--- config.mk ---
export PLATFORM = sky130hd
export DESIGN_NAME = request_response_tracker
export DESIGN_NICKNAME = d
export VERILOG_FILES = /design/src/hw/rtl/rrt_pkg.sv /design/src/hw/rtl/request_response_tracker.sv /design/src/hw/rtl/rrt_est.sv /design/src/hw/rtl/rrt_core.sv
export SDC_FILE = /design/constraint.sdc
export NUM_CORES = 1
export LEC_CHECK = 0
export ABC_AREA = 0
export BUFFER_PORTS_ARGS = -buffer_cell sky130_fd_sc_hd__buf_2
export CAP_MARGIN = 20
export CORE_UTILIZATION = 45
export CTS_CLUSTER_SIZE = 28
export DETAILED_ROUTE_END_ITERATION = 7
export SLEW_MARGIN = 15
export SYNTH_ARGS = -nofsm -noshare
export SYNTH_HDL_FRONTEND = slang
export SYNTH_SLANG_ARGS = --single-unit
--- constraint.sdc ---
create_clock -name clk -period 7.6 [get_ports clk]
set_input_delay 0.76 -clock clk [delete_from_list [all_inputs] [get_ports clk]]
set_output_delay 0.76 -clock clk [all_outputs]
set_load 0.02 [all_outputs]
--- src/hw/rtl/rrt_pkg.sv ---
// ----------------------------------------------------------------------------
// rrt_pkg
// Shared types, codes and constants of the request/response tracker.
// ----------------------------------------------------------------------------
package rrt_pkg;

  localparam int IN_TDATA_W  = 64;
  localparam int IN_TUSER_W  = 3;
  localparam int OUT_TDATA_W = 40;
  localparam int CFG_ADDR_W  = 2;
  localparam int CFG_DATA_W  = 25;
  localparam int EXTRA_W     = 20;

  // func codes
  localparam logic [2:0] FN_SEND  = 3'd0;
  localparam logic [2:0] FN_RECV  = 3'd1;
  localparam logic [2:0] FN_TICK  = 3'd2;
  localparam logic [2:0] FN_QUERY = 3'd3;
  localparam logic [2:0] FN_CLEAR = 3'd4;

  // message direction codes
  localparam logic [1:0] DIR_CONFIRM  = 2'd1;
  localparam logic [1:0] DIR_RESPONSE = 2'd2;

  // request status codes
  localparam logic [2:0] ST_CREATED   = 3'd0;
  localparam logic [2:0] ST_SENT      = 3'd1;
  localparam logic [2:0] ST_CONFIRMED = 3'd2;
  localparam logic [2:0] ST_BCAST     = 3'd3;
  localparam logic [2:0] ST_PROCESSED = 3'd4;
  localparam logic [2:0] ST_TIMEOUT   = 3'd5;

  // error codes
  localparam logic [2:0] ERR_NONE     = 3'd0;
  localparam logic [2:0] ERR_DIR      = 3'd1;
  localparam logic [2:0] ERR_IDLE     = 3'd2;
  localparam logic [2:0] ERR_PERIPH   = 3'd3;
  localparam logic [2:0] ERR_COMMAND  = 3'd4;
  localparam logic [2:0] ERR_SENT     = 3'd5;

  // configuration register indexes
  localparam logic [CFG_ADDR_W-1:0] CFG_BASE_TIMEOUT = 2'd0;
  localparam logic [CFG_ADDR_W-1:0] CFG_LOW_POWER    = 2'd1;
  localparam logic [CFG_ADDR_W-1:0] CFG_BCAST_ADDR   = 2'd2;

  localparam logic [CFG_DATA_W-1:0] BASE_TIMEOUT_RST = '1;
  localparam logic [15:0]           BCAST_ADDR_RST   = 16'd255;

  // response slot estimate
  localparam logic [7:0]  SLOT_FIXED     = 8'd20;
  localparam logic [7:0]  RESP_FIXED_MS  = 8'd200;
  localparam logic [7:0]  RESP_STD_MS    = 8'd50;
  localparam logic [7:0]  RESP_LP_MS     = 8'd100;
  localparam logic [EXTRA_W-1:0] EST_OVERHEAD_MS = 20'd40;
  localparam logic [7:0]  CMD_MASK       = 8'h7f;

  typedef struct packed {
    logic [7:0]  slot_length;
    logic [7:0]  hops_back;
    logic [7:0]  hops;
    logic [7:0]  command;
    logic [7:0]  peripheral;
    logic [15:0] node_address;
    logic [1:0]  direction;
    logic [2:0]  func;
  } item_t;

  typedef struct packed {
    logic [EXTRA_W-1:0] extra;
    item_t              item;
  } est_item_t;

endpackage

--- src/hw/rtl/request_response_tracker.sv ---
// ----------------------------------------------------------------------------
// request_response_tracker
// Tracks one outstanding mesh request from send to response or timeout.
// ----------------------------------------------------------------------------
//  port group   dir   contents
//  in_*         in    request: tuser = func, tdata = direction..slot_length
//  out_*        out   result: status, error, remaining_ms, in_progress
//  cfg_*        in    register write: base timeout, low power mode, bcast addr
//
//  One request per cycle while out_tready does not stall.
//  Stages: input register, estimate multiply register, state/result register.
//  rst_n (sync) clears state, valid flags and config registers to their defaults.
//  A stalled out_tready holds each stage; in_tready drops once all are full.
// ----------------------------------------------------------------------------
module request_response_tracker (
  input  logic                             clk,
  input  logic                             rst_n,
  input  logic                             in_tvalid,
  output logic                             in_tready,
  // [1:0] direction, [17:2] node_address, [25:18] peripheral, [33:26] command,
  // [41:34] hops, [49:42] hops_back, [57:50] slot_length, rest zero
  input  logic [rrt_pkg::IN_TDATA_W-1:0]   in_tdata,
  // [2:0] func
  input  logic [rrt_pkg::IN_TUSER_W-1:0]   in_tuser,
  output logic                             out_tvalid,
  input  logic                             out_tready,
  // [2:0] status, [5:3] error, [37:6] remaining_ms, [38] in_progress, rest zero
  output logic [rrt_pkg::OUT_TDATA_W-1:0]  out_tdata,
  input  logic                             cfg_we,
  input  logic [rrt_pkg::CFG_ADDR_W-1:0]   cfg_addr,
  input  logic [rrt_pkg::CFG_DATA_W-1:0]   cfg_wdata
);
  import rrt_pkg::*;

  logic signed [CFG_DATA_W-1:0] base_timeout_r;
  logic                         low_power_r;
  logic [15:0]                  bcast_addr_r;

  item_t              in_item;
  logic               est_valid;
  logic               est_ready;
  est_item_t          est_item;
  logic [2:0]         res_status;
  logic [2:0]         res_error;
  logic signed [31:0] res_remain;
  logic               res_busy;

  always_ff @(posedge clk) begin
    if (!rst_n) begin
      base_timeout_r <= BASE_TIMEOUT_RST;
      low_power_r    <= 1'b0;
      bcast_addr_r   <= BCAST_ADDR_RST;
    end else if (cfg_we) begin
      case (cfg_addr)
        CFG_BASE_TIMEOUT: base_timeout_r <= cfg_wdata;
        CFG_LOW_POWER:    low_power_r    <= cfg_wdata[0];
        CFG_BCAST_ADDR:   bcast_addr_r   <= cfg_wdata[15:0];
        default: begin
        end
      endcase
    end
  end

  always_comb begin
    in_item.func         = in_tuser;
    in_item.direction    = in_tdata[1:0];
    in_item.node_address = in_tdata[17:2];
    in_item.peripheral   = in_tdata[25:18];
    in_item.command      = in_tdata[33:26];
    in_item.hops         = in_tdata[41:34];
    in_item.hops_back    = in_tdata[49:42];
    in_item.slot_length  = in_tdata[57:50];
  end

  rrt_est u_est (
    .clk            (clk),
    .rst_n          (rst_n),
    .low_power_mode (low_power_r),
    .in_valid       (in_tvalid),
    .in_ready       (in_tready),
    .in_item        (in_item),
    .est_valid      (est_valid),
    .est_ready      (est_ready),
    .est_item       (est_item)
  );

  rrt_core u_core (
    .clk               (clk),
    .rst_n             (rst_n),
    .base_timeout_ms   (base_timeout_r),
    .broadcast_address (bcast_addr_r),
    .est_valid         (est_valid),
    .est_ready         (est_ready),
    .est_item          (est_item),
    .out_valid         (out_tvalid),
    .out_ready         (out_tready),
    .out_status        (res_status),
    .out_error         (res_error),
    .out_remaining     (res_remain),
    .out_in_progress   (res_busy)
  );

  assign out_tdata = {1'b0, res_busy, res_remain, res_error, res_status};

endmodule

--- src/hw/rtl/rrt_est.sv ---
// ----------------------------------------------------------------------------
// rrt_est
// Request input register and hop-based timeout estimate stage.
// ----------------------------------------------------------------------------
module rrt_est (
  input  logic              clk,
  input  logic              rst_n,
  input  logic              low_power_mode,
  input  logic              in_valid,
  output logic              in_ready,
  input  rrt_pkg::item_t    in_item,
  output logic              est_valid,
  input  logic              est_ready,
  output rrt_pkg::est_item_t est_item
);
  import rrt_pkg::*;

  logic      s0_valid_r;
  item_t     s0_item_r;
  logic      s1_valid_r;
  est_item_t s1_item_r;
  logic      s1_ready;
  logic      s0_ready;

  logic [8:0]         hops_p1;
  logic [8:0]         back_p1;
  logic [16:0]        slot_prod;
  logic [19:0]        slot_ms;
  logic [7:0]         resp_ms;
  logic [16:0]        resp_total;
  logic [EXTRA_W-1:0] extra;

  assign s1_ready = !s1_valid_r || est_ready;
  assign s0_ready = !s0_valid_r || s1_ready;
  assign in_ready = s0_ready;

  assign est_valid = s1_valid_r;
  assign est_item  = s1_item_r;

  always_comb begin
    hops_p1   = {1'b0, s0_item_r.hops} + 9'd1;
    back_p1   = {1'b0, s0_item_r.hops_back} + 9'd1;
    slot_prod = {8'd0, hops_p1} * {9'd0, s0_item_r.slot_length};
    // slot length is in tens of ms: x10 = x8 + x2
    slot_ms   = {slot_prod, 3'b000} + {2'b00, slot_prod, 1'b0};
    if (s0_item_r.slot_length == SLOT_FIXED) begin
      resp_ms = RESP_FIXED_MS;
    end else if (low_power_mode) begin
      resp_ms = RESP_LP_MS;
    end else begin
      resp_ms = RESP_STD_MS;
    end
    resp_total = {8'd0, back_p1} * {9'd0, resp_ms};
    extra      = slot_ms + {3'b000, resp_total} + EST_OVERHEAD_MS;
  end

  always_ff @(posedge clk) begin
    if (!rst_n) begin
      s0_valid_r <= 1'b0;
      s1_valid_r <= 1'b0;
    end else begin
      if (s0_ready) begin
        s0_valid_r <= in_valid;
      end
      if (s1_ready) begin
        s1_valid_r <= s0_valid_r;
      end
    end
    if (s0_ready && in_valid) begin
      s0_item_r <= in_item;
    end
    if (s1_ready && s0_valid_r) begin
      s1_item_r.item  <= s0_item_r;
      s1_item_r.extra <= extra;
    end
  end

endmodule

--- src/hw/rtl/rrt_core.sv ---
// ----------------------------------------------------------------------------
// rrt_core
// Request state update and result register.
// ----------------------------------------------------------------------------
module rrt_core (
  input  logic                             clk,
  input  logic                             rst_n,
  input  logic signed [rrt_pkg::CFG_DATA_W-1:0] base_timeout_ms,
  input  logic [15:0]                      broadcast_address,
  input  logic                             est_valid,
  output logic                             est_ready,
  input  rrt_pkg::est_item_t               est_item,
  output logic                             out_valid,
  input  logic                             out_ready,
  output logic [2:0]                       out_status,
  output logic [2:0]                       out_error,
  output logic signed [31:0]               out_remaining,
  output logic                             out_in_progress
);
  import rrt_pkg::*;

  logic [2:0]         status_r,   status_nxt;
  logic [7:0]         sent_per_r, sent_per_nxt;
  logic [7:0]         sent_cmd_r, sent_cmd_nxt;
  logic signed [31:0] deadline_r, deadline_nxt;
  logic [31:0]        elapsed_r,  elapsed_nxt;

  logic               out_valid_r;
  logic [2:0]         res_status_r;
  logic [2:0]         res_error_r;
  logic signed [31:0] res_remain_r;
  logic               res_busy_r;

  logic [2:0]         err;
  logic signed [31:0] remain;
  logic               arm;
  logic [EXTRA_W-1:0] arm_extra;
  logic signed [33:0] diff;
  logic               base_forever;
  logic               busy_now;
  item_t              it;

  assign it        = est_item.item;
  assign est_ready = !out_valid_r || out_ready;

  assign base_forever = (base_timeout_ms == BASE_TIMEOUT_RST);
  assign busy_now     = (status_r == ST_SENT) || (status_r == ST_CONFIRMED);
  assign diff = {{2{deadline_r[31]}}, deadline_r} - $signed({2'b00, elapsed_r});

  always_comb begin
    status_nxt   = status_r;
    sent_per_nxt = sent_per_r;
    sent_cmd_nxt = sent_cmd_r;
    deadline_nxt = deadline_r;
    elapsed_nxt  = elapsed_r;
    err          = ERR_NONE;
    remain       = '0;
    arm          = 1'b0;
    arm_extra    = '0;
    case (it.func)
      FN_SEND: begin
        if (status_r != ST_CREATED) begin
          err = ERR_SENT;
        end else begin
          status_nxt   = ST_SENT;
          sent_per_nxt = it.peripheral;
          sent_cmd_nxt = it.command;
          arm          = 1'b1;
        end
      end
      FN_RECV: begin
        if (it.direction != DIR_CONFIRM && it.direction != DIR_RESPONSE) begin
          err = ERR_DIR;
        end else if (!busy_now) begin
          err = ERR_IDLE;
        end else if (it.peripheral != sent_per_r) begin
          err = ERR_PERIPH;
        end else if ((it.command & CMD_MASK) != sent_cmd_r) begin
          err = ERR_COMMAND;
        end else if (it.direction == DIR_CONFIRM) begin
          status_nxt = (it.node_address == broadcast_address) ? ST_BCAST : ST_CONFIRMED;
          arm        = 1'b1;
          arm_extra  = est_item.extra;
        end else begin
          status_nxt = ST_PROCESSED;
        end
      end
      FN_TICK: begin
        if (elapsed_r != '1) begin
          elapsed_nxt = elapsed_r + 32'd1;
        end
      end
      FN_QUERY: begin
        if (status_r == ST_BCAST) begin
          status_nxt = ST_PROCESSED;
        end else if (busy_now || status_r == ST_TIMEOUT) begin
          if (deadline_r != -32'sd1) begin
            // saturate below at the most negative 32-bit value
            if (diff < -34'sh0_8000_0000) begin
              remain = 32'sh8000_0000;
            end else begin
              remain = diff[31:0];
            end
            if (diff[33]) begin
              status_nxt = ST_TIMEOUT;
            end
          end
        end
      end
      FN_CLEAR: begin
        status_nxt   = ST_CREATED;
        sent_per_nxt = '0;
        sent_cmd_nxt = '0;
        deadline_nxt = '0;
        elapsed_nxt  = '0;
      end
      default: begin
      end
    endcase
    if (arm) begin
      if (status_nxt != ST_BCAST && base_forever) begin
        deadline_nxt = -32'sd1;
      end else begin
        elapsed_nxt  = '0;
        deadline_nxt = 32'(base_timeout_ms) + $signed({12'd0, arm_extra});
      end
    end
  end

  always_ff @(posedge clk) begin
    if (!rst_n) begin
      status_r    <= ST_CREATED;
      sent_per_r  <= '0;
      sent_cmd_r  <= '0;
      deadline_r  <= '0;
      elapsed_r   <= '0;
      out_valid_r <= 1'b0;
    end else begin
      if (est_ready) begin
        out_valid_r <= est_valid;
      end
      if (est_ready && est_valid) begin
        status_r   <= status_nxt;
        sent_per_r <= sent_per_nxt;
        sent_cmd_r <= sent_cmd_nxt;
        deadline_r <= deadline_nxt;
        elapsed_r  <= elapsed_nxt;
      end
    end
    if (est_ready && est_valid) begin
      res_status_r <= status_nxt;
      res_error_r  <= err;
      res_remain_r <= remain;
      res_busy_r   <= (status_nxt == ST_SENT) || (status_nxt == ST_CONFIRMED);
    end
  end

  assign out_valid       = out_valid_r;
  assign out_status      = res_status_r;
  assign out_error       = res_error_r;
  assign out_remaining   = res_remain_r;
  assign out_in_progress = res_busy_r;

endmodule
Word-level counts from Yosys, hierarchy flattened
Index checks and enable logic that the tools add are counted.
{"block": "totals", "regBits": 285, "latch_bits": 0, "ramBits": 0, "rom_bits": 0, "input_bits": 99, "output_inout_bits": 42, "elab_cells": 139, "mem_count": 0}
{"block": "op_classes", "n_addsub": 8, "n_mul": 2, "n_div": 0, "magnitude_cmp": 1, "n_eq_ne": 24, "n_shift": 0, "muxes": 45, "bitwise": 3, "n_reduce_logical": 26}
{"op": "$mux 32", "n": 7}
{"op": "$mux 20", "n": 6}
{"op": "$pmux 32 s2", "n": 1}
{"op": "$mux 3", "n": 15}
{"op": "$lt 34x32->1 const B", "n": 1}
{"op": "$mul 9x8->17", "n": 2}
{"op": "$sub 32x33->34", "n": 1}
{"op": "$add 32x1->32 const B", "n": 1}
{"op": "$ne 32x1->1 const B", "n": 1}
{"op": "$ne 32x32->1 const B", "n": 1}
{"op": "$pmux 8 s2", "n": 2}
{"op": "$add 25x21->26", "n": 1}
{"op": "$eq 25x25->1 const B", "n": 1}
{"op": "$mux 8", "n": 3}
{"op": "$add 20x17->20", "n": 1}
{"op": "$add 20x18->20", "n": 1}
{"op": "$add 20x6->20 const B", "n": 1}
{"op": "$add 8x1->9 const B", "n": 2}
{"op": "$eq 16x16->1", "n": 1}
{"op": "$eq 3x2->1 const B", "n": 5}
{"op": "$pmux 3 s4", "n": 1}
{"op": "$eq 3x1->1 const B", "n": 3}
{"op": "$eq 8x5->1 const B", "n": 1}
{"op": "$ne 7x8->1", "n": 1}
{"op": "23 further kinds", "n": 49}

Depth between registers and ports, before layout
Gate-level depths: netlist (run 1).
{"block": "logic_depth", "depth_word": 12, "mapped_depth": 32, "mapped_depth_nobuf": 32}

By module
A second synthesis (run 1) with hierarchy kept.
{"block": "unflattened", "cells_unflattened": 2025, "hier_area_um2": 20368.3}
{"mod": "rrt_est", "instances": 1, "cells_each": 797, "area_per_inst_um2": 9902.0, "seq_area_each_um2": 4274.1}
{"mod": "rrt_core", "instances": 1, "cells_each": 1045, "area_per_inst_um2": 8589.5, "seq_area_each_um2": 2732.6}
{"mod": "request_response_tracker", "instances": 1, "cells_each": 183, "area_per_inst_um2": 1876.8, "seq_area_each_um2": 840.8}

Least setup slack after synthesis (run 1)
Ideal clock, no wire load.
{"block": "synth_timing", "path_kind": "register to register", "from": "reg u_est.s0_item_r[37] (netlist name)", "to": "reg u_est.s1_item_r, in the netlist u_est.est_item[80] (data pin)", "setup_ns": 0.264, "arrival_time_ns": 7.703, "t_required_ns": 7.336, "slack_ns": -0.367, "stages_incl_launch_ff": 30, "path_buffers": 0, "period_less_slack_ns": 7.967, "cell_sequence": "edfxtp_1 -> ha_1 -> xor2_1 -> and2_1 -> fa_1 -> fa_1 -> inv_1 -> fa_1 -> fa_1 -> inv_1 -> ha_1 -> xnor2_1 -> ha_1 -> inv_1 -> fa_1 -> fa_1 -> inv_1 -> fa_1 -> inv_1 -> fa_1 -> inv_1 -> ha_1 -> a21boi_0 -> o21ai_0 -> a21oi_1 -> a211oi_1 -> o41ai_1 -> a21oi_1 -> xor2_1 -> xnor2_1"}
{"block": "synth_via", "elab_chain_cells": 5}
{"item": "start: declaration", "line_no": "rrt_est.sv:19", "text": "item_t s0_item_r;"}
{"item": "start signal: assignment", "line_no": "rrt_est.sv:70", "text": "s0_item_r <= in_item;"}
{"item": "$add 8x1->9", "line_no": "rrt_est.sv:41", "text": "hops_p1 = {1'b0, s0_item_r.hops} + 9'd1;"}
{"item": "$mul 9x8->17", "line_no": "rrt_est.sv:43", "text": "slot_prod = {8'd0, hops_p1} * {9'd0, s0_item_r.slot_length};"}
{"item": "$add 20x18->20", "line_no": "rrt_est.sv:45", "text": "slot_ms = {slot_prod, 3'b000} + {2'b00, slot_prod, 1'b0};"}
{"item": "$add 20x17->20", "line_no": "rrt_est.sv:54", "text": "extra = slot_ms + {3'b000, resp_total} + EST_OVERHEAD_MS;"}
{"item": "$add 20x6->20", "line_no": "rrt_est.sv:54"}
{"item": "named net u_est.extra[19]", "line_no": "rrt_est.sv:31", "text": "logic [EXTRA_W-1:0] extra;"}
{"item": "end: declaration", "line_no": "rrt_est.sv:21", "text": "est_item_t s1_item_r;"}
The timed path passes the listed nets, and every way through them passes these cells.
A chain may end at the register's enable or synchronous reset.

Worst setup path after layout (run 1)
Same ends and word-level chain as after synthesis.

==> results of run 1 <==
## stage by stage
step | setup TNS, ps | worst slack, ps | std cells
2_1_floorplan | 0 | 36.24 | 1986
3_3_place_gp | -606.2 | -258.0 | 2660
3_5_place_dp | -815.8 | -368.4 | 2661
4_1_cts | -114.0 | -114.0 | 2730
5_1_grt | -157.3 | -129.4 | 2746
6_report | 0 | 134.0 | 2746
## metal layers
| layer | global-route usage [%] | vias up | share of wire, % |
|---|---|---|---|
| met5 | 0 | - | 0 |
| met3 | 2.791 | 77 | 2.8 |
| met4 | 7.222 | 0 | 3.0 |
| li1 | - | 7171 | - |
| met2 | 37.60 | 219 | 52 |
| met1 | 24.90 | 7103 | 42 |
## path summary, 6_finish.rpt
path | endpoint | start
max | u_est.est_item[80]$_DFFE_PP_ | u_est.s0_item_r[37]$_DFFE_PP_
min | u_est.s0_item_r[9]$_DFFE_PP_ | in_tdata[6]
max reg2reg | u_est.est_item[80]$_DFFE_PP_ | u_est.s0_item_r[37]$_DFFE_PP_
min reg2reg | u_est.est_item[20]$_DFFE_PP_ | u_est.s0_item_r[20]$_DFFE_PP_
## cells by family (layout without fill, tap and decap cells)
kind of cell	count (synthesis)	after routing
AOI/OAI and AO/OA	335	335
adders and majority gates	255	255
other	1	1
buffers and inverters	282	510
xor gates and xnor gates	116	116
and+or+nand+nor	717	717
DFF	278	278
muxes	2	2
## area by class of cell
type	count	area, µm²	share of cell area [%]
Multi-Input combinational cell	1426	11450	50.67
Sequential cell	278	7127	31.55
Timing Repair Buffer	222	1384	6.125
Clock buffer	52	1001	4.431
Inverter	224	840.8	3.722
Tap cell	532	665.6	2.946
Clock inverter	12	126.4	0.5594
## cell usage in the layout, fill, tap and decap left out, types with 78 or more instances in the layout
cell type  Yosys  layout
inv_1        224     207
nand2_1      204     203
edfxtp_1     156     156
nor2_1       156     150
buf_2          6     133
ha_1         145     122
dfxtp_1      122     122
fa_1         110     107
a21oi_1      107      96
buf_4          2      78
## flip-flops by register name, summed over array words and instances, names as in the netlist, 3 cells and up
name and count:
u_est.s0_item_r 61, u_est.est_item 56, u_core.elapsed_r 32, u_core.out_remaining 32
u_core.deadline_r 26, base_timeout_r 25, bcast_addr_r 16, u_core.sent_cmd_r 8
u_core.sent_per_r 8, u_core.out_error 3, u_core.out_status 3, u_core.status_r 3
## timing repair
item,CTS,global route
gates cloned,0,0
gates resized for setup,59,78
pin swaps,53,86
setup buffers,5,14
setup endpoints to repair,6,5
## worst register-to-register path, delay by kind of cell (launching register included)
family | cells | cell delay [ps]
AOI/OAI and AO/OA | 6 | 860
and+or+nand+nor | 3 | 430
adders and majority gates | 10 | 4250
xor gates and xnor gates | 4 | 590
DFF | 1 | 430
buffers and inverters | 9 | 640
==> flow_summary.json, run 1 <==
{
  "wl_per_cell_um": 16.14,
  "violations": "design-rule violations",
  "synth_fp_nets": 2340,
  "worstSetupPathType": "flip-flop to flip-flop",
  "numCtsBuffers": 35,
  "timing_hold_violations_final": 0,
  "nets": 2541,
  "path_delay_family": "adder cells",
  "syn_to_final_growth_pct": 20.09,
  "muxShareOfSynthArea_pct": 0.1064,
  "fin_crit_sh_pct": 98.24,
  "detailedRoute.firstPassIterationCount": 7,
  "htree_levels": 2,
  "grt_usage_pct": 20.72,
  "place.gp.congestion": 0.9270,
  "grt_pass1_vias": 14280,
  "dieArea_mm2": 0.04263,
  "antenna_cells": 0,
  "synth_cells": 1986,
  "grt_setup_unrepaired": "true",
  "synth_simple_gate_area_share_pct": 18.64,
  "min_path_type": "input port to flip-flop",
  "io_buffers": 133,
  "reg2reg_depth": 32,
  "yosysTopAreaCellShare_pct": 24.90,
  "final_util_pct": 55.08,
  "ys_seq_area_share_pct": 37.88,
  "start_util_pct": 45.87,
  "clk_pin_slew_ps": 60,
  "grt_pass1_wl_um": 70100,
  "core_mm2": 0.04102,
  "synth_ff_type": "edfxtp_1",
  "startpoint_type": "flip-flop",
  "syn_area_mm2": 0.01881,
  "avgSynthCellArea_um2": 9.473,
  "slew_violations": 0,
  "ys_seq_elements": 278,
  "synth_top_family_by_area": "adder cells",
  "worstMarginPinSlew_ps": 822.1,
  "root_buffer": "clkbuf_16",
  "cpMaxStageDelayCell": "fa_1",
  "cp-end-kind": "flip-flop",
  "setup_viol": 0,
  "path_buf_inv": 9,
  "hold_buffers": 0,
  "antenna_found_initial": 0,
  "dp_hpwl_um": 34010,
  "via_count": 14570,
  "synthAdderAreaFrac_pct": 21.35,
  "async_flop_share_pct": 0,
  "cts_max_path_buffers": 3,
  "vias_per_cell": 5.306,
  "yosysTopAreaCell": "edfxtp_1",
  "die_x_um": 206.5,
  "overflow": 0,
  "cts.sink_count": 278,
  "synth_compound_area_share_pct": 10.85,
  "drt_iter0_drc": 786,
  "regToRegSetupSlack_ps": 130,
  "yosysMostFrequentCell": "inv_1",
  "critPathRequiredTime_ps": 7870,
  "synthDistinctLibCells": 73,
  "cts_tree": "yes",
  "max_cap_violations": 0,
  "cp.arrival_ps": 7730,
  "grt_max_degree": 62,
  "ys_top_cells_by_count": "inv_1, nand2_1, edfxtp_1, nor2_1, ha_1",
  "final_area_mm2": 0.02259,
  "synth_edf_count": 156,
  "ant_nets": 0,
  "insertion_delay_ps": 550,
  "path_depth": 32,
  "synth_area_leaders": "edfxtp_1, dfxtp_1, fa_1",
  "cp_slowest_stage_delay_ps": 530,
  "routed_wl_um": 44330,
  "hold_path_depth": 1,
  "slew_headroom_pct": 45.06,
  "hold_slack_ps": 394.4,
  "drive_gt1_share_pct": 18.25,
  "fillCellCount": 3636,
  "period_needed_ps": 7466,
  "dpl_cell_area_mm2": 0.02058,
  "cpMostUsedCell": "fa_1",
  "yosysWarnings": 0,
  "num_io_pins": 141,
  "run_status": "finished with violations",
  "critPathMaxFanout": 6,
  "fmax_ghz": 0.1339,
  "die_y_um": 206.5,
  "num_rows": 74,
  "clock_skew_ps": 36.65,
  "drc": 5,
  "synth-xor-area-share_pct": 5.400
}
Power of run 1 is left out: the tool's default activity adds up to more than one toggle a clock period on the data nets, which glitch-free logic cannot reach.
==> inputs of run 2 (changes only) <==
--- a/config.mk
+++ b/config.mk
@@ -5,7 +5,7 @@
 export SDC_FILE = /design/constraint.sdc
 export NUM_CORES = 1
 export LEC_CHECK = 0
-export ABC_AREA = 0
+export ABC_AREA = 1
 export BUFFER_PORTS_ARGS = -buffer_cell sky130_fd_sc_hd__buf_2
 export CAP_MARGIN = 20
 export CORE_UTILIZATION = 45
==> flow_summary.json, run 2 <==
{
  "reg2reg_depth": 35,
  "ys_seq_area_share_pct": 35.65,
  "path_delay_family": "adder cells",
  "die_y_um": 212.8,
  "cp-end-kind": "flip-flop",
  "cts.sink_count": 278,
  "clock_skew_ps": 9.488,
  "min_to": "u_est.s0_item_r[45]$_DFFE_PP_",
  "power.density_mw_per_mm2": 526.5,
  "avgSynthCellArea_um2": 8.390,
  "synth_ff_type": "edfxtp_1",
  "cpMostUsedCell": "fa_1",
  "grt_max_degree": 71,
  "syn_to_final_growth_pct": 17.28,
  "violations": "negative setup slack",
  "synthDistinctLibCells": 67,
  "io_buffers": 133,
  "htree_levels": 2,
  "seq_area_mm2": 0.007127,
  "min_path_type": "input port to flip-flop",
  "yosysMostFrequentCell": "nand2_1",
  "grt_setup_unrepaired": "true",
  "multi_input_area_mm2": 0.01157,
  "core_mm2": 0.04346,
  "critPathMaxFanout": 4,
  "grt_pass1_vias": 16270,
  "hold_buffers": 0,
  "dpl_cell_area_mm2": 0.02169,
  "reg2reg_to": "u_est.est_item[80]$_DFFE_PP_",
  "grt_pass1_wl_um": 80540,
  "place_ws_ps": -317.4,
  "ys_top_cells_by_count": "nand2_1, inv_1, nor2_1, a21oi_1, edfxtp_1",
  "synth_edf_count": 156,
  "hold_slack_ps": 392.7,
  "regMostFlops": "u_est.s0_item_r",
  "path_buf_inv": 12,
  "layout.cells.non_filler": 3207,
  "period_needed_ps": 7659,
  "synth_fp_nets": 2737,
  "drt_iter0_drc": 789,
  "detailedRoute.firstPassIterationCount": 6,
  "regToRegSetupSlack_ps": -60,
  "worstMarginPinSlew_ps": 1029,
  "yosysWarnings": 0,
  "root_buffer": "clkbuf_16",
  "drc": 0,
  "final_area_mm2": 0.02345,
  "vias_per_cell": 5.014,
  "ant_nets": 0,
  "timing.rr.start": "u_est.s0_item_r[37]$_DFFE_PP_",
  "run_status": "finished with violations",
  "start_util_pct": 46.01,
  "numCtsBuffers": 35,
  "timing_hold_violations_final": 0,
  "cp_slowest_stage_delay_ps": 570,
  "syn_area_mm2": 0.01999,
  "async_flop_share_pct": 0,
  "startpoint_type": "flip-flop",
  "clk_pin_slew_ps": 60,
  "min_from": "in_tdata[42]",
  "insertion_delay_ps": 540,
  "place_inst": 3119,
  "yosysTopAreaCell": "edfxtp_1",
  "synth_area_leaders": "edfxtp_1, dfxtp_1, fa_1",
  "dp_hpwl_um": 38570,
  "yosysTopAreaCellShare_pct": 23.43,
  "power_mw": 12.35,
  "fillCellCount": 4121,
  "final_common_cell": "nand2_1",
  "layout_common_cells": "nand2_1, inv_1, nor2_1",
  "setup_slack_ps": -59.39,
  "nets": 2950,
  "place.gp.congestion": 0.9016,
  "slew_headroom_pct": 31.29,
  "antenna_cells": 0,
  "antenna_found_initial": 0,
  "setup_viol": 2,
  "cts_max_path_buffers": 3,
  "wl_per_cell_um": 15.44,
  "via_count": 16080,
  "worstSetupPathType": "flip-flop to flip-flop",
  "path_depth": 35,
  "num_io_pins": 141,
  "die_x_um": 212.8,
  "drive_gt1_share_pct": 17.32,
  "cpMaxStageDelayCell": "fa_1",
  "overflow": 0,
  "ys_seq_elements": 278,
  "fmax_ghz": 0.1306,
  "grt_usage_pct": 22.46,
  "synth_cells": 2383,
  "dieArea_mm2": 0.04528,
  "largest_reg_flops": 61,
  "power.leakage_nw": 10.46,
  "cp.arrival_ps": 7940,
  "hold_path_depth": 1,
  "num_rows": 76,
  "fin_tns_setup_ps": -64.17,
  "slew_violations": 0,
  "cts_tree": "yes",
  "routed_wl_um": 49530,
  "final_util_pct": 53.96,
  "fin_crit_sh_pct": 100.8,
  "max_cap_violations": 0,
  "peakVddDrop_uv": 1351,
  "critPathRequiredTime_ps": 7880
}
-- run 2: worst reg2reg max path: cells and delay by family (launching register included) --
family	cells	cell delay, ps
adder cells (fa/ha/maj)	11	4540
XOR/XNOR	3	440
flip-flops	1	380
AND/OR/NAND/NOR	5	530
AO/OA/AOI/OAI	4	590
buffers and inverters	12	960
-- run 2: cell type report --
type | instances | share of cell area (%)
multi-input cells | 1668 | 49.35
inverters | 380 | 6.083
repair buffers | 233 | 6.105
well taps | 585 | 3.122
flip-flops and latches | 278 | 30.39
clock inverters | 8 | 0.2188
clock buffers | 55 | 4.723
-- run 2: worst max-delay path by stage --
| stage | startpoint | to |
|---|---|---|
| floorplan | u_est.s0_item_r[37]$_DFFE_PP_ | u_est.est_item[79]$_DFFE_PP_ |
| global placement | u_est.s0_item_r[37]$_DFFE_PP_ | u_est.est_item[79]$_DFFE_PP_ |
| detailed placement | u_est.s0_item_r[37]$_DFFE_PP_ | u_est.est_item[79]$_DFFE_PP_ |
| CTS | u_est.s0_item_r[37]$_DFFE_PP_ | u_est.est_item[80]$_DFFE_PP_ |
| global route | u_est.s0_item_r[37]$_DFFE_PP_ | u_est.est_item[80]$_DFFE_PP_ |
| finish | u_est.s0_item_r[37]$_DFFE_PP_ | u_est.est_item[80]$_DFFE_PP_ |
-- run 2: what timing repair did --
action,4_1_cts,5_1_grt
gates resized for setup,66,28
setup endpoints to repair,5,7
pin swaps,65,44
gates cloned,0,0
buffers inserted,19,7
-- run 2: metal layers --
metal  vias to the layer above  wire (µm)  track usage [%]
met5                         -          0                0
met1                      7570      21520            27.35
li1                       8145          -                -
met3                        88       1672            3.206
met4                         0       1494            7.343
met2                       276      24840            40.51
-- run 2: power by group --
part / internal [mW] / total (mW) / switching [mW] / leakage, nW
Sequential: 2.04 / 2.09 / 0.0434 / 2.51
Combinational: 4.49 / 8.61 / 4.12 / 7.39
Clock: 1.00 / 1.65 / 0.646 / 0.563
-- run 2: cell families after synthesis --
group | Yosys count | share of synthesized area, %
AOI/OAI and AO/OA | 337 | 9.431
xor gates and xnor gates | 125 | 5.476
adders and majority gates | 255 | 20.09
buffers and inverters | 437 | 8.730
DFF | 278 | 35.65
other | 1 | 0.01876
and+or+nand+nor | 950 | 20.61
Power figures use the tool's default switching activity.
==> inputs of run 3 (changes only) <==
==> constraint.sdc (replaced) <==
create_clock -name clk -period 7.4 [get_ports clk]
set_input_delay 0.74 -clock clk [delete_from_list [all_inputs] [get_ports clk]]
set_output_delay 0.74 -clock clk [all_outputs]
set_load 0.02 [all_outputs]
==> flow_summary.json, run 3 (synthesis gave the netlist of run 2 again) <==
{
  "setup_viol": 3,
  "fmax_ghz": 0.1327,
  "grt_pass1_vias": 15850,
  "internal_power_mw": 7.722,
  "layout_common_cells": "nand2_1, inv_1, nor2_1",
  "critPathMaxFanout": 8,
  "dieArea_mm2": 0.04528,
  "antenna_cells": 0,
  "reg2reg_to": "u_est.est_item[80]$_DFFE_PP_",
  "num_rows": 76,
  "hold_path_depth": 1,
  "grt_setup_unrepaired": "true",
  "via_count": 16060,
  "min_from": "in_tuser[1]",
  "grt_pass1_wl_um": 79470,
  "regToRegSetupSlack_ps": -140,
  "detailedRoute.firstPassIterationCount": 5,
  "violations": "negative setup slack",
  "die_x_um": 212.8,
  "htree_levels": 2,
  "p_seq_share_pct": 17.0,
  "syn_to_final_growth_pct": 17.05,
  "min_path_type": "input port to flip-flop",
  "period_needed_ps": 7538,
  "power.density_mw_per_mm2": 539.0,
  "vias_per_cell": 5.003,
  "drt_iter0_drc": 814,
  "clk_pin_slew_ps": 60,
  "min_to": "u_est.s0_item_r[1]$_DFFE_PP_",
  "insertion_delay_ps": 550,
  "drc": 0,
  "startpoint_type": "flip-flop",
  "cp-end-kind": "flip-flop",
  "core_mm2": 0.04346,
  "place.gp.congestion": 0.9451,
  "drive_gt1_share_pct": 17.49,
  "combPwrFrac_pct": 69.7,
  "power.leakage_nw": 10.45,
  "cts_max_path_buffers": 3,
  "grt_usage_pct": 22.10,
  "overflow": 0,
  "worstSetupPathType": "flip-flop to flip-flop",
  "num_io_pins": 141,
  "cpMostUsedCell": "fa_1",
  "switching_share_pct": 38.78,
  "p_switching_mw": 4.892,
  "cts_tree": "yes",
  "wl_per_cell_um": 15.23,
  "setup_slack_ps": -137.9,
  "run_status": "finished with violations",
  "antenna_found_initial": 0,
  "nets": 2954,
  "p_clk_share_pct": 13.3,
  "cp_slowest_stage_delay_ps": 570,
  "worstMarginPinSlew_ps": 1051,
  "final_area_mm2": 0.02340,
  "numCtsBuffers": 34,
  "largest_reg_flops": 61,
  "cpMaxStageDelayCell": "fa_1",
  "final_common_cell": "nand2_1",
  "place_ws_ps": -376.5,
  "cp.arrival_ps": 7830,
  "io_buffers": 133,
  "slew_violations": 0,
  "critPathRequiredTime_ps": 7690,
  "start_util_pct": 46.01,
  "routed_wl_um": 48880,
  "root_buffer": "clkbuf_16",
  "clock_skew_ps": 27.20,
  "dpl_cell_area_mm2": 0.02180,
  "final_util_pct": 53.85,
  "fin_tns_setup_ps": -222.2,
  "max_cap_violations": 0,
  "reg2reg_depth": 29,
  "slew_headroom_pct": 29.04,
  "timing.rr.start": "u_est.s0_item_r[37]$_DFFE_PP_",
  "regMostFlops": "u_est.s0_item_r",
  "fin_crit_sh_pct": 101.9,
  "grt_max_degree": 66,
  "ant_nets": 0,
  "timing_hold_violations_final": 0,
  "peakVddDrop_uv": 1154,
  "dp_hpwl_um": 38250,
  "die_y_um": 212.8,
  "cts.sink_count": 278
}
## run 3: cell count changes in the layout (fill, tap and decap cells not counted), sizes merged
cell	previous run	this run
buf	233	238
clkbuf	55	44
inv	378	379
bufinv	0	2
clkinvlp	2	3
clkinv	8	13
## run 3: area by class of cell
| type | count | area, µm² |
|---|---|---|
| flip-flops and latches | 278 | 7127 |
| inverters | 380 | 1426 |
| multi-input cells | 1668 | 11530 |
| repair buffers | 238 | 1473 |
| well taps | 585 | 732.0 |
| fillers | 4121 | 20050 |
| clock buffers | 44 | 960.9 |
| clock inverters | 17 | 156.4 |
## run 3: worst max-delay path: cells and delay by family (launching register included)
kind                       cells  cell delay [ps]
adders and majority gates     10             4590
xor gates and xnor gates       3              480
DFF                            1              440
and+or+nand+nor                2              410
buffers and inverters         10              770
AOI/OAI and AO/OA              4              610
## run 3: worst max path at each step
stage,endpoint,startpoint,cells after the start,slack (ps)
after CTS,u_est.est_item[80]$_DFFE_PP_,u_est.s0_item_r[38]$_DFFE_PP_,37,-120
final,u_est.est_item[80]$_DFFE_PP_,u_est.s0_item_r[37]$_DFFE_PP_,29,-140
after global routing,u_est.est_item[80]$_DFFE_PP_,u_est.s0_item_r[37]$_DFFE_PP_,33,-480
after global placement,u_est.est_item[79]$_DFFE_PP_,u_est.s0_item_r[37]$_DFFE_PP_,32,-230
after floorplan,u_est.est_item[80]$_DFFE_PP_,u_est.s0_item_r[37]$_DFFE_PP_,37,1
after detailed placement,u_est.est_item[80]$_DFFE_PP_,u_est.s0_item_r[38]$_DFFE_PP_,30,-380
## run 3: what timing repair did
action	4_1_cts	5_1_grt
gates cloned	0	0
pin swaps	76	30
hold buffers	0	0
setup buffers	27	1
endpoints found under the setup margin	5	8
resized for setup	52	17
## run 3: metrics by stage
step	hold slack [ps]	std cells	power (mW)
after global routing	330.9	3210	13.91
final	362.0	3210	12.61
after floorplan	400.3	2383	7.504
after detailed placement	404.5	3121	10.11
after CTS	325.4	3209	12.46
after global placement	401.6	3121	9.872
## run 3: routing by layer
metal | part of all wire, % | global-route usage [%]
met3 | 3.4 | 3.192
met5 | 0 | 0
met2 | 50 | 39.14
met1 | 44 | 27.46
met4 | 3.0 | 7.368
## run 3: power by group through the flow
| stage | logic (mW) | clock network (mW) | registers, mW |
|---|---|---|---|
| 6_report | 8.80 | 1.68 | 2.14 |
| 5_1_grt | 9.98 | 1.78 | 2.15 |
| 4_1_cts | 8.59 | 1.72 | 2.14 |
| 3_5_place_dp | 7.94 | 0 | 2.18 |
| 3_3_place_gp | 7.70 | 0 | 2.17 |
| 2_1_floorplan | 5.34 | 0 | 2.17 |
